`src/hw/rtl/vec3_arithmetic_unit_macros.svh`:
```
// Assertion macros for the vector ALU
`ifndef VEC3_ARITHMETIC_UNIT_MACROS_SVH
`define VEC3_ARITHMETIC_UNIT_MACROS_SVH
`ifndef NO_ASSERTIONS
`define VAU_ASSERT_IMP(lbl, ante, cons) \
  lbl: assert property (@(posedge clk_i) disable iff (!rst_ni) (ante) |-> (cons)) \
    else $error("vau assertion failed");
`define VAU_ASSERT_NEXT(lbl, ante, cons) \
  lbl: assert property (@(posedge clk_i) disable iff (!rst_ni) (ante) |=> (cons)) \
    else $error("vau assertion failed");
`else
`define VAU_ASSERT_IMP(lbl, ante, cons)
`define VAU_ASSERT_NEXT(lbl, ante, cons)
`endif
`endif

```
`src/hw/rtl/vau_pkg.sv`:
```
// Types, codes and helpers shared by the vector ALU
`default_nettype none
package vau_pkg;
  localparam int unsigned FRAC_BITS_DEF = 16;
  localparam int unsigned SQRT_STAGES = 32;

  typedef enum logic [3:0] {
    OP_ADD       = 4'd0,
    OP_SUB       = 4'd1,
    OP_NEG       = 4'd2,
    OP_SCALE     = 4'd3,
    OP_DIV       = 4'd4,
    OP_DOT       = 4'd5,
    OP_CROSS     = 4'd6,
    OP_NORM2     = 4'd7,
    OP_NORM      = 4'd8,
    OP_NORMALIZE = 4'd9,
    OP_TRUNC     = 4'd10,
    OP_CLAMP     = 4'd11
  } op_e;

  typedef enum logic [0:0] {
    CFG_CLAMP_LOW  = 1'b0,
    CFG_CLAMP_HIGH = 1'b1
  } cfg_e;

  localparam logic [1:0] ST_OK   = 2'd0;
  localparam logic [1:0] ST_SAT  = 2'd1;
  localparam logic [1:0] ST_DIVZ = 2'd2;

  localparam logic [31:0] S32_MAX = 32'h7FFF_FFFF;
  localparam logic [31:0] S32_MIN = 32'h8000_0000;

  typedef struct packed {
    logic [31:0] val;
    logic        sat;
  } sat_t;

  typedef struct packed {
    logic [31:0] vec;
    logic        sat;
    logic [63:0] p0;
    logic [31:0] aabs;
    logic        aneg;
  } lane_out_t;

  typedef struct packed {
    logic [3:0]       op;
    logic [2:0][31:0] vec;
    logic [31:0]      scalar;
    logic             sat;
    logic [63:0]      ss;
    logic [2:0][31:0] aabs;
    logic [2:0]       aneg;
    logic [31:0]      sabs;
    logic             sneg;
    logic             dz;
  } mid_t;

  typedef struct packed {
    mid_t        mid;
    logic [31:0] root;
  } post_t;

  function automatic sat_t sat32(input logic signed [65:0] v);
    sat_t r;
    if (v > 66'sd2147483647) begin
      r.val = S32_MAX;
      r.sat = 1'b1;
    end else if (v < -66'sd2147483648) begin
      r.val = S32_MIN;
      r.sat = 1'b1;
    end else begin
      r.val = v[31:0];
      r.sat = 1'b0;
    end
    return r;
  endfunction
endpackage
`default_nettype wire

```
`src/hw/rtl/vau_merge.sv`:
```
// Merge stage: combine lane results, sums and flags
`default_nettype none
module vau_merge #(
  parameter int unsigned FRAC_BITS = vau_pkg::FRAC_BITS_DEF
) (
  input  logic                          clk_i,
  input  logic                          en_i,
  input  logic [3:0]                    op_i,
  input  logic signed [31:0]            s_i,
  input  vau_pkg::lane_out_t [2:0]      lane_i,
  output vau_pkg::mid_t                 mid_o
);
  logic signed [65:0] sum;
  logic signed [65:0] flr;
  vau_pkg::sat_t      scl;
  vau_pkg::mid_t      mid_d, mid_q;

  always_comb begin
    sum = 66'($signed(lane_i[0].p0)) + 66'($signed(lane_i[1].p0))
        + 66'($signed(lane_i[2].p0));
    flr = sum >>> FRAC_BITS;
    scl = vau_pkg::sat32(flr);
    mid_d.op = op_i;
    for (int i = 0; i < 3; i++) begin
      mid_d.vec[i]  = lane_i[i].vec;
      mid_d.aabs[i] = lane_i[i].aabs;
      mid_d.aneg[i] = lane_i[i].aneg;
    end
    mid_d.ss = sum[63:0];
    case (op_i)
      vau_pkg::OP_DOT, vau_pkg::OP_NORM2: begin
        mid_d.scalar = scl.val;
        mid_d.sat    = scl.sat;
      end
      default: begin
        mid_d.scalar = '0;
        mid_d.sat    = lane_i[0].sat | lane_i[1].sat | lane_i[2].sat;
      end
    endcase
    mid_d.sneg = s_i[31];
    mid_d.sabs = s_i[31] ? (~s_i + 32'd1) : s_i;
    mid_d.dz   = (op_i == vau_pkg::OP_DIV) ? (s_i == '0) : (sum[63:0] == '0);
  end

  always_ff @(posedge clk_i) begin
    if (en_i) begin
      mid_q <= mid_d;
    end
  end

  assign mid_o = mid_q;
endmodule
`default_nettype wire

```
`config.mk`:
```
export PLATFORM = sky130hd
export DESIGN_NAME = vau_merge
export DESIGN_NICKNAME = d
export VERILOG_FILES = /design/src/hw/rtl/vec3_arithmetic_unit_macros.svh /design/src/hw/rtl/vau_pkg.sv /design/src/hw/rtl/vau_merge.sv
export SDC_FILE = /design/constraint.sdc
export NUM_CORES = 1
export LEC_CHECK = 0
export ABC_CLOCK_PERIOD_IN_PS = 4510
export BUFFER_PORTS_ARGS = -buffer_cell sky130_fd_sc_hd__clkbuf_2
export CORE_AREA = 3 3 291 293
export CTS_BUF_LIST = sky130_fd_sc_hd__clkbuf_4 sky130_fd_sc_hd__clkbuf_8
export DETAILED_ROUTE_END_ITERATION = 16
export DIE_AREA = 0 0 294 296
export PLACE_DENSITY = 0.41
export SLEW_MARGIN = 10
export SYNTH_ARGS = -nofsm -noshare
export SYNTH_HDL_FRONTEND = slang
export SYNTH_SLANG_ARGS = --single-unit
```
`constraint.sdc`:
```
create_clock -name clk_i -period 4.51 [get_ports clk_i]
set_input_delay 0.2255 -clock clk_i [delete_from_list [all_inputs] [get_ports clk_i]]
set_output_delay 0.2255 -clock clk_i [all_outputs]
set_load 0.01 [all_outputs]
```
== After elaboration in Yosys (flattened, before gate mapping) ==
Cells that the tools add are included.
Cells by class
  reductions and logical operators: 4
  muxes and demuxes: 5
  bitwise gates (word level): 4
  equality and inequality tests: 3
  $lt $le $gt $ge: 2
  $add $sub $neg: 3
Operators with widths (number)
  $add 65x64->66: 1
  $add 64x64->65: 1
  $logic_not 64->1: 1
  $gt 50x32->1 const B: 1
  $lt 50x32->1 const B: 1
  $mux 33: 1
  $add 32x1->32 const B: 1
  $logic_not 32->1: 1
  $mux 32: 1
  $not 32->32: 1
  $mux 31: 1
  $eq 4x3->1 const B: 3
  $reduce_or 2->1: 2
  $mux 1: 2
  $or 1x1->1: 2
  $not 1->1: 1
Storage, ports and cells
  bits of input ports: 428
  output and inout bits: 330
  register bits: 330

== Logic depth before layout (Yosys ltp) ==
Gate-level depths: netlist (run 1).
  word-level depth: 6
  mapped depth: 15
  depth with buffers taken out: 14

== Least setup slack after synthesis (run 1) ==
Ideal clock, no wire load.
  path type: input to register
  from: input lane_i[34] (netlist name)
  to: register mid_q, in the netlist mid_o[198] (data pin)
  required time: 4.246 ns
  path buffers: 1
  arrival: 4.406 ns
  path slack: -0.161 ns
  library setup time: 0.264 ns
  stages on the path: 15
  path through: fa_1 -> ha_1 -> fa_1 -> a211oi_2 -> o21ai_2 -> a221oi_2 -> nor3_1 -> or3_1 -> nor4b_1 -> a311oi_1 -> or4_1 -> or4_4 -> o31ai_4 -> buf_6 -> a21oi_2
RTL lines
  start, declared: line vau_merge.sv:10  | input vau_pkg::lane_out_t [2:0] lane_i,
  end signal, assigned: line vau_merge.sv:47  | mid_q <= mid_d;
  end, declared: line vau_merge.sv:16  | vau_pkg::mid_t mid_d, mid_q;

== Final worst setup path (run 1) ==
  from: input lane_i[34] (netlist name)
  to: register mid_q, in the netlist mid_o[203] (data pin)
On the way
  word-level cells in the longest chain between the ends: 5
  elaborated cells between the ends (all ways): 6
RTL lines
  $add 64x64->65 (*): line vau_merge.sv:19  | sum = 66'($signed(lane_i[0].p0)) + 66'($signed(lane_i[1].p0))
  $add 65x64->66 (*): line vau_merge.sv:20  | + 66'($signed(lane_i[2].p0));
  $lt 50x32->1: line vau_pkg.sv:70  | end else if (v < -66'sd2147483648) begin
  $mux 33: line vau_pkg.sv:70
  $mux 32 (*): line vau_pkg.sv:67  | if (v > 66'sd2147483647) begin
Every way passes the cells marked *; elsewhere a longest branch is shown, timed or not.
A chain may end at the register's enable or synchronous reset.

==> run_results.csv, run 1 <==
group,metric,value,unit
clocking,tritoncts,"yes",
pwr,swShare,0.350,
place,dp_cells,3386,
pwr,switchingPower,4.09,mW
floorplanning,initial_core_util,0.208,
yosys,avgSynthCellArea,13.1,um2
sta,slew_headroom,0.430,
worst_setup_path,end_kind,"flip-flop",
pwr,p_per_area,415,mW/mm2
sta,tightest_slew,0.856,ns
yosys,yosysSeqAreaShare,0.580,
routing,postRouteAntennaNets,0,
yosys,yosysUniqueCellTypes,73,
pwr,p_comb_frac,0.392,
clocking,clockRootBuffer,"clkbuf_8",
place,dp_hpwl,73000,um
clocking,cts.path.max_buffers,3,
sta,maxSlewViolCount,0,
final_layout,area_delta_synth_final,64.8,%
routing,wirelength,86200,um
yosys,synth-main-ff-cell,"edfxtp_1",
global_routing,grt_use_total,0.188,
place,place.gp.congestion,0.879,
worst_setup_path,cp-startpoint,"lane_i[34]",
final_layout,num-nets-final,3185,
pwr,seqPwrFrac,0.344,
yosys,synth-edff-count,330,
sta,finalSetupViolCount,0,
place,numPortBuffers,757,
yosys,synthesis.area,0.0171,mm2
worst_setup_path,path_max_fanout,16,
clocking,htreeDepth,2,
sta,hold_viol,0,
sta,finalCritPeriodShare,0.955,
global_routing,antenna_found_initial,16,
yosys,synthCells,1301,
job,maxCapViolations,0,
global_routing,grtUsageMet2,0.350,
final_layout,largest_reg_flops,330,
global_routing,met3_usage,0.0545,
routing,wl_per_cell,23.0,um
clocking,path_clk_slew,0.06,ns
clocking,clkSinkCount,330,
clocking,numCtsBuffers,61,
worst_setup_path,endpoint,"mid_o[203]",
yosys,yosysWarnings,0,
floorplanning,die_x,294,um
final_layout,fillers,8336,
floorplanning,core,0.0821,mm2
worst_setup_path,critPathRequiredTime,4.90,ns
worst_setup_path,cp.arrival,4.69,ns
routing,drtIter0Drc,758,
sta,hold_ws,0.0844,ns
sta,fmax,232,MHz
routing,drcViolationCount,0,
global_routing,grtUsageMet1,0.203,
hold_path,hold_class,"in -> reg",
sta,fin_crit,4.30,ns
floorplanning,boundaryPins,758,
outcome,outcome,"completed",
global_routing,top_usage_layer,"met2",
final_layout,instances_no_fill,3750,
pwr,ir_drop,0.212,mV
routing,dr.pass1.iters,5,
sta,grt_setup_unrepaired,"no",
global_routing,grt_pass1_vias,17200,
final_layout,drive_above_1_share,0.454,
floorplanning,die_h,296,um
worst_setup_path,critPathKind,"in -> reg",
floorplanning,dieArea,0.0870,mm2
floorplanning,std_cell_rows,105,
routing,vias,16100,
routing,avgViaCountPerCell,4.29,
pwr,power,11.7,mW
worst_setup_path,cp-start-kind,"input pin",
pwr,clock_power_share,0.264,
global_routing,grt_pass1_wl,118000,um
pwr,cellInternalPower,7.60,mW
yosys,synthArstFlopShare,0,
global_routing,grt-ovfl-total,0,
yosys,synth_seq_cells,330,
pwr,leakage,12.2,nW
hold_path,min-delay-start,"lane_i[293]",
yosys,synthesis.nets,1859,
global_routing,grt_max_degree,105,
==> synthesized netlist by cell type, drive strengths merged, types with 7 or more instances <==
cell type / count / area (um2)
edfxtp: 330 / 9910
a21oi: 127 / 756
nand2: 99 / 372
o21ai: 75 / 379
nor2: 70 / 263
fa: 65 / 1300
ha: 65 / 813
xnor2: 62 / 543
inv: 48 / 180
nand4: 41 / 257
clkbuf: 33 / 124
nor3: 27 / 135
xor2: 20 / 175
a21o: 19 / 144
or4: 17 / 135
o31ai: 15 / 126
a211oi: 14 / 110
buf: 13 / 98.8
o21a: 13 / 98.9
nand3: 12 / 60.1
or3: 11 / 68.8
nor4: 10 / 62.6
o211ai: 9 / 67.6
and2: 7 / 43.8
o21bai: 7 / 52.6
==> logic make-up after synthesis <==
| group | after synthesis | share of synthesized area |
|---|---|---|
| compound gates | 339 | 0.135 |
| xor+xnor | 82 | 0.0420 |
| fa+ha+maj | 130 | 0.124 |
| buf+inv | 94 | 0.0236 |
| flops | 330 | 0.580 |
| mux | 1 | 0.000659 |
| simple gates | 325 | 0.0952 |
==> worst min path at each step <==
stage,end,cells past startpoint
CTS,mid_o[197],3
floorplan,mid_o[100],0
finish,mid_o[134],3
global route,mid_o[197],3
global placement,mid_o[282],1
detailed placement,mid_o[282],1
==> critical path, cell delays in order <==
cell and delay [ns]:
clkbuf_2 0.10, fa_1 0.49, ha_1 0.25, fa_2 0.38, a211oi_4 0.30, o21ai_2 0.11
a221oi_2 0.22, buf_4 0.19, nor3_1 0.06, or3_1 0.41, buf_4 0.17, xnor2_1 0.20
nand2_1 0.08, or4_1 0.40, or4_4 0.45, o31ai_4 0.24, buf_4 0.15, buf_12 0.16
a21oi_2 0.07
==> area by class of cell <==
| class | instances | area [um2] | share of cell area |
|---|---|---|---|
| tap | 1070 | 1340 | 0.0475 |
| timing repair buffer | 1309 | 8640 | 0.307 |
| inverter | 48 | 180 | 0.00639 |
| clock inverter | 31 | 299 | 0.0106 |
| multi-input combinational | 877 | 6810 | 0.242 |
| sequential | 330 | 9910 | 0.352 |
| antenna | 4 | 10.0 | 0.000355 |
| clock buffer | 81 | 990 | 0.0351 |
==> layout by cell type, fill, tap and decap left out, types with 5 or more instances in the layout <==
master         instances
clkbuf_2             756
a21oi_1               94
nor2b_1                5
nor3_1                27
ha_1                  65
clkinv_1              17
xnor2_1               62
a211o_1                5
o211ai_1               9
o31ai_1               14
nand2_1               99
a21o_1                18
o21a_1                12
o21bai_1               7
and2_1                 7
clkbuf_8              61
nor4_1                10
a21oi_2               32
xor2_1                20
clkinv_2               5
bufinv_16              5
nor2_1                70
fa_1                  64
buf_4                301
o41ai_1                5
inv_1                 48
nand3_1               12
o21ai_0               70
a31oi_1                6
buf_12                 5
nand2b_1               5
nand4_1               41
edfxtp_1             330
or4_1                 15
dlygate4sd3_1        245
or3_1                 11
a211oi_1              13
clkbuf_4              20
==> metal layers <==
layer  vias to the layer above  wire (um)
met5                         -         67
met4                        10       3070
met3                       131       6470
met2                       596      45100
met1                      7735      31500
li1                       7629          -
==> what timing repair did <==
item	4_1_cts	5_1_grt
hold endpoints to repair	232	0
hold buffers	245	0
setup buffers	0	2
setup endpoints to repair	0	14
resized for setup	0	2
==> through the flow <==
stage	area, um2	TNS (ns)	util	setup slack (ns)
floorplan	17100	0	-	0.0107
global placement	24400	-14.93	0.297	-0.472
detailed placement	24400	-15.14	0.297	-0.487
CTS	28100	0	0.342	0.226
global route	28200	0	0.343	0.0577
finish	28200	0	0.343	0.205
==> power groups by stage <==
stage,sequential [mW],combinational [mW],clock [mW]
detailed placement,4.08,4.43,0
CTS,4.03,4.66,3.23
global placement,4.08,4.45,0
floorplan,4.26,1.56,0
global route,4.05,4.99,3.36
finish,4.02,4.59,3.09
(Power assumes the default switching activity.)
==> inputs of run 2 (changes only) <==
--- a/config.mk
+++ b/config.mk
@@ -7,10 +7,10 @@
 export LEC_CHECK = 0
 export ABC_CLOCK_PERIOD_IN_PS = 4510
 export BUFFER_PORTS_ARGS = -buffer_cell sky130_fd_sc_hd__clkbuf_2
-export CORE_AREA = 3 3 291 293
+export CORE_AREA = 4 4 292 294
 export CTS_BUF_LIST = sky130_fd_sc_hd__clkbuf_4 sky130_fd_sc_hd__clkbuf_8
 export DETAILED_ROUTE_END_ITERATION = 16
-export DIE_AREA = 0 0 294 296
+export DIE_AREA = 0 0 296 298
 export PLACE_DENSITY = 0.41
 export SLEW_MARGIN = 10
 export SYNTH_ARGS = -nofsm -noshare
==> run_results.csv, run 2 (synthesis gave the netlist of run 1 again) <==
group,metric,value,unit
final_layout,post-route-util,0.339,
sta,finalCritPeriodShare,0.970,
routing,avgViaCountPerCell,4.26,
clocking,tritoncts,"yes",
final_layout,layout_commonest_cell,"clkbuf_2",
global_routing,grt_pass1_vias,17500,
clocking,clockRootBuffer,"clkbuf_8",
sta,tns,0,ns
job,maxCapViolations,0,
floorplanning,dieArea,0.0882,mm2
sta,fin_crit,4.37,ns
pwr,clock_power_share,0.250,
global_routing,grt_pass1_wl,116000,um
pwr,p_per_area,407,mW/mm2
global_routing,grt_max_degree,124,
worst_setup_path,critPathRequiredTime,4.88,ns
worst_setup_path,cpPeakStageDelay,0.49,ns
final_layout,largest_reg_flops,330,
final_layout,num-nets-final,3190,
worst_setup_path,cp_num_buf_inv,3,
global_routing,grt_use_total,0.178,
pwr,leakage,12.2,nW
routing,vias,16000,
worst_setup_path,cp-start-kind,"input pin",
sta,hold_ws,0.113,ns
clocking,cts.path.max_buffers,3,
worst_setup_path,worstPathCellList,"clkbuf_2 -> fa_1 -> ha_1 -> a21o_2 -> a21oi_2 -> a211oi_1 -> buf_4 -> o311a_1 -> a2111oi_4 -> and3_1 -> a211oi_1 -> or4_1 -> or4_4 -> o31ai_4 -> buf_12 -> a21oi_2",
sta,slew_headroom,0.282,
hold_path,hold_class,"in -> reg",
place,numPortBuffers,757,
floorplanning,die_x,296,um
clocking,htreeDepth,2,
floorplanning,core,0.0829,mm2
routing,postRouteAntennaNets,0,
place,place.gp.congestion,0.873,
final_layout,drive_above_1_share,0.455,
worst_setup_path,crit_family,"compound AO/OA/AOI/OAI gates",
clocking,post_cts.repair.setup_buffers,0,
outcome,outcome,"completed",
routing,drtIter0Drc,706,
global_routing,grt-ovfl-total,0,
worst_setup_path,critPathKind,"in -> reg",
pwr,ir_drop,0.194,mV
place,dp_hpwl,68900,um
clocking,hold_buffers,241,
sta,tightest_slew,1.08,ns
routing,drcViolationCount,0,
floorplanning,die_h,298,um
hold_path,whs_path_depth,3,
pwr,cellInternalPower,7.34,mW
hold_path,min_to,"mid_o[197]",
sta,maxSlewViolCount,0,
pwr,power,11.4,mW
final_layout,final_cell_mix,"clkbuf_2, edfxtp_1, buf_4",
routing,dr.pass1.iters,4,
worst_setup_path,end_kind,"flip-flop",
clocking,numCtsBuffers,59,
routing,wirelength,82700,um
global_routing,antenna_found_initial,4,
hold_path,min-delay-start,"lane_i[97]",
pwr,swShare,0.358,
clocking,ctsResizeCount,0,
floorplanning,std_cell_rows,106,
sta,fmax,229,MHz
pwr,seqPwrFrac,0.353,
floorplanning,boundaryPins,758,
worst_setup_path,cp.arrival,4.75,ns
worst_setup_path,path_max_fanout,31,
clocking,clkSinkCount,330,
clocking,path_clk_slew,0.06,ns
routing,wl_per_cell,22.0,um
floorplanning,initial_core_util,0.206,
worst_setup_path,cpMaxStageDelayCell,"a2111oi_4",
sta,grt_setup_unrepaired,"no",
sta,finalSetupViolCount,0,
sta,hold_viol,0,
pwr,switchingPower,4.09,mW
pwr,p_comb_frac,0.397,
final_layout,area_delta_synth_final,64.3,%
run 2: worst max path at each step:
stage,startpoint,end,slack (ns),cells after the start
after floorplan,lane_i[34],mid_o[198],0.01,15
after global routing,lane_i[34],mid_o[217],0.01,20
final,lane_i[37],mid_o[201],0.14,16
after global placement,lane_i[34],mid_o[209],-0.49,20
after CTS,lane_i[37],mid_o[202],0.20,16
after detailed placement,lane_i[37],mid_o[228],-0.52,16
run 2: power groups by stage:
stage | logic [mW] | registers (mW) | clock network (mW)
finish | 4.54 | 4.04 | 2.85
global route | 4.93 | 4.06 | 3.12
CTS | 4.62 | 4.04 | 2.97
detailed placement | 4.41 | 4.10 | 0
global placement | 4.42 | 4.09 | 0
floorplan | 1.56 | 4.26 | 0
run 2: cell type report:
type                       instances  area [um2]
clock buffer                      67         872
clock inverter                    44         308
fill                            8413       54800
timing repair buffer            1316        8670
inverter                          48         180
antenna                            1        2.50
sequential                       330        9910
tap                             1080        1350
multi-input combinational        877        6800
run 2: worst min-delay path, delay by kind of cell:
family / cells / cell delay, ns
simple gates: 1 / 0.07
buf+inv: 1 / 0.08
compound gates: 1 / 0.24
run 2: through the flow:
| step | setup slack [ns] | std cells | cell area [um2] |
|---|---|---|---|
| 6_report | 0.135 | 3763 | 28100 |
| 4_1_cts | 0.198 | 3762 | 28100 |
| 3_5_place_dp | -0.517 | 3410 | 24500 |
| 3_3_place_gp | -0.487 | 3410 | 24500 |
| 2_1_floorplan | 0.0107 | 1301 | 17100 |
| 5_1_grt | 0.0111 | 3763 | 28100 |
run 2: per-layer routing:
layer,up-vias,track usage,share of wire
li1,7650,-,-
met2,522,0.334,0.52
met1,7726,0.197,0.38
met5,-,0,0.00016
met4,2,0.0668,0.041
met3,126,0.0353,0.058
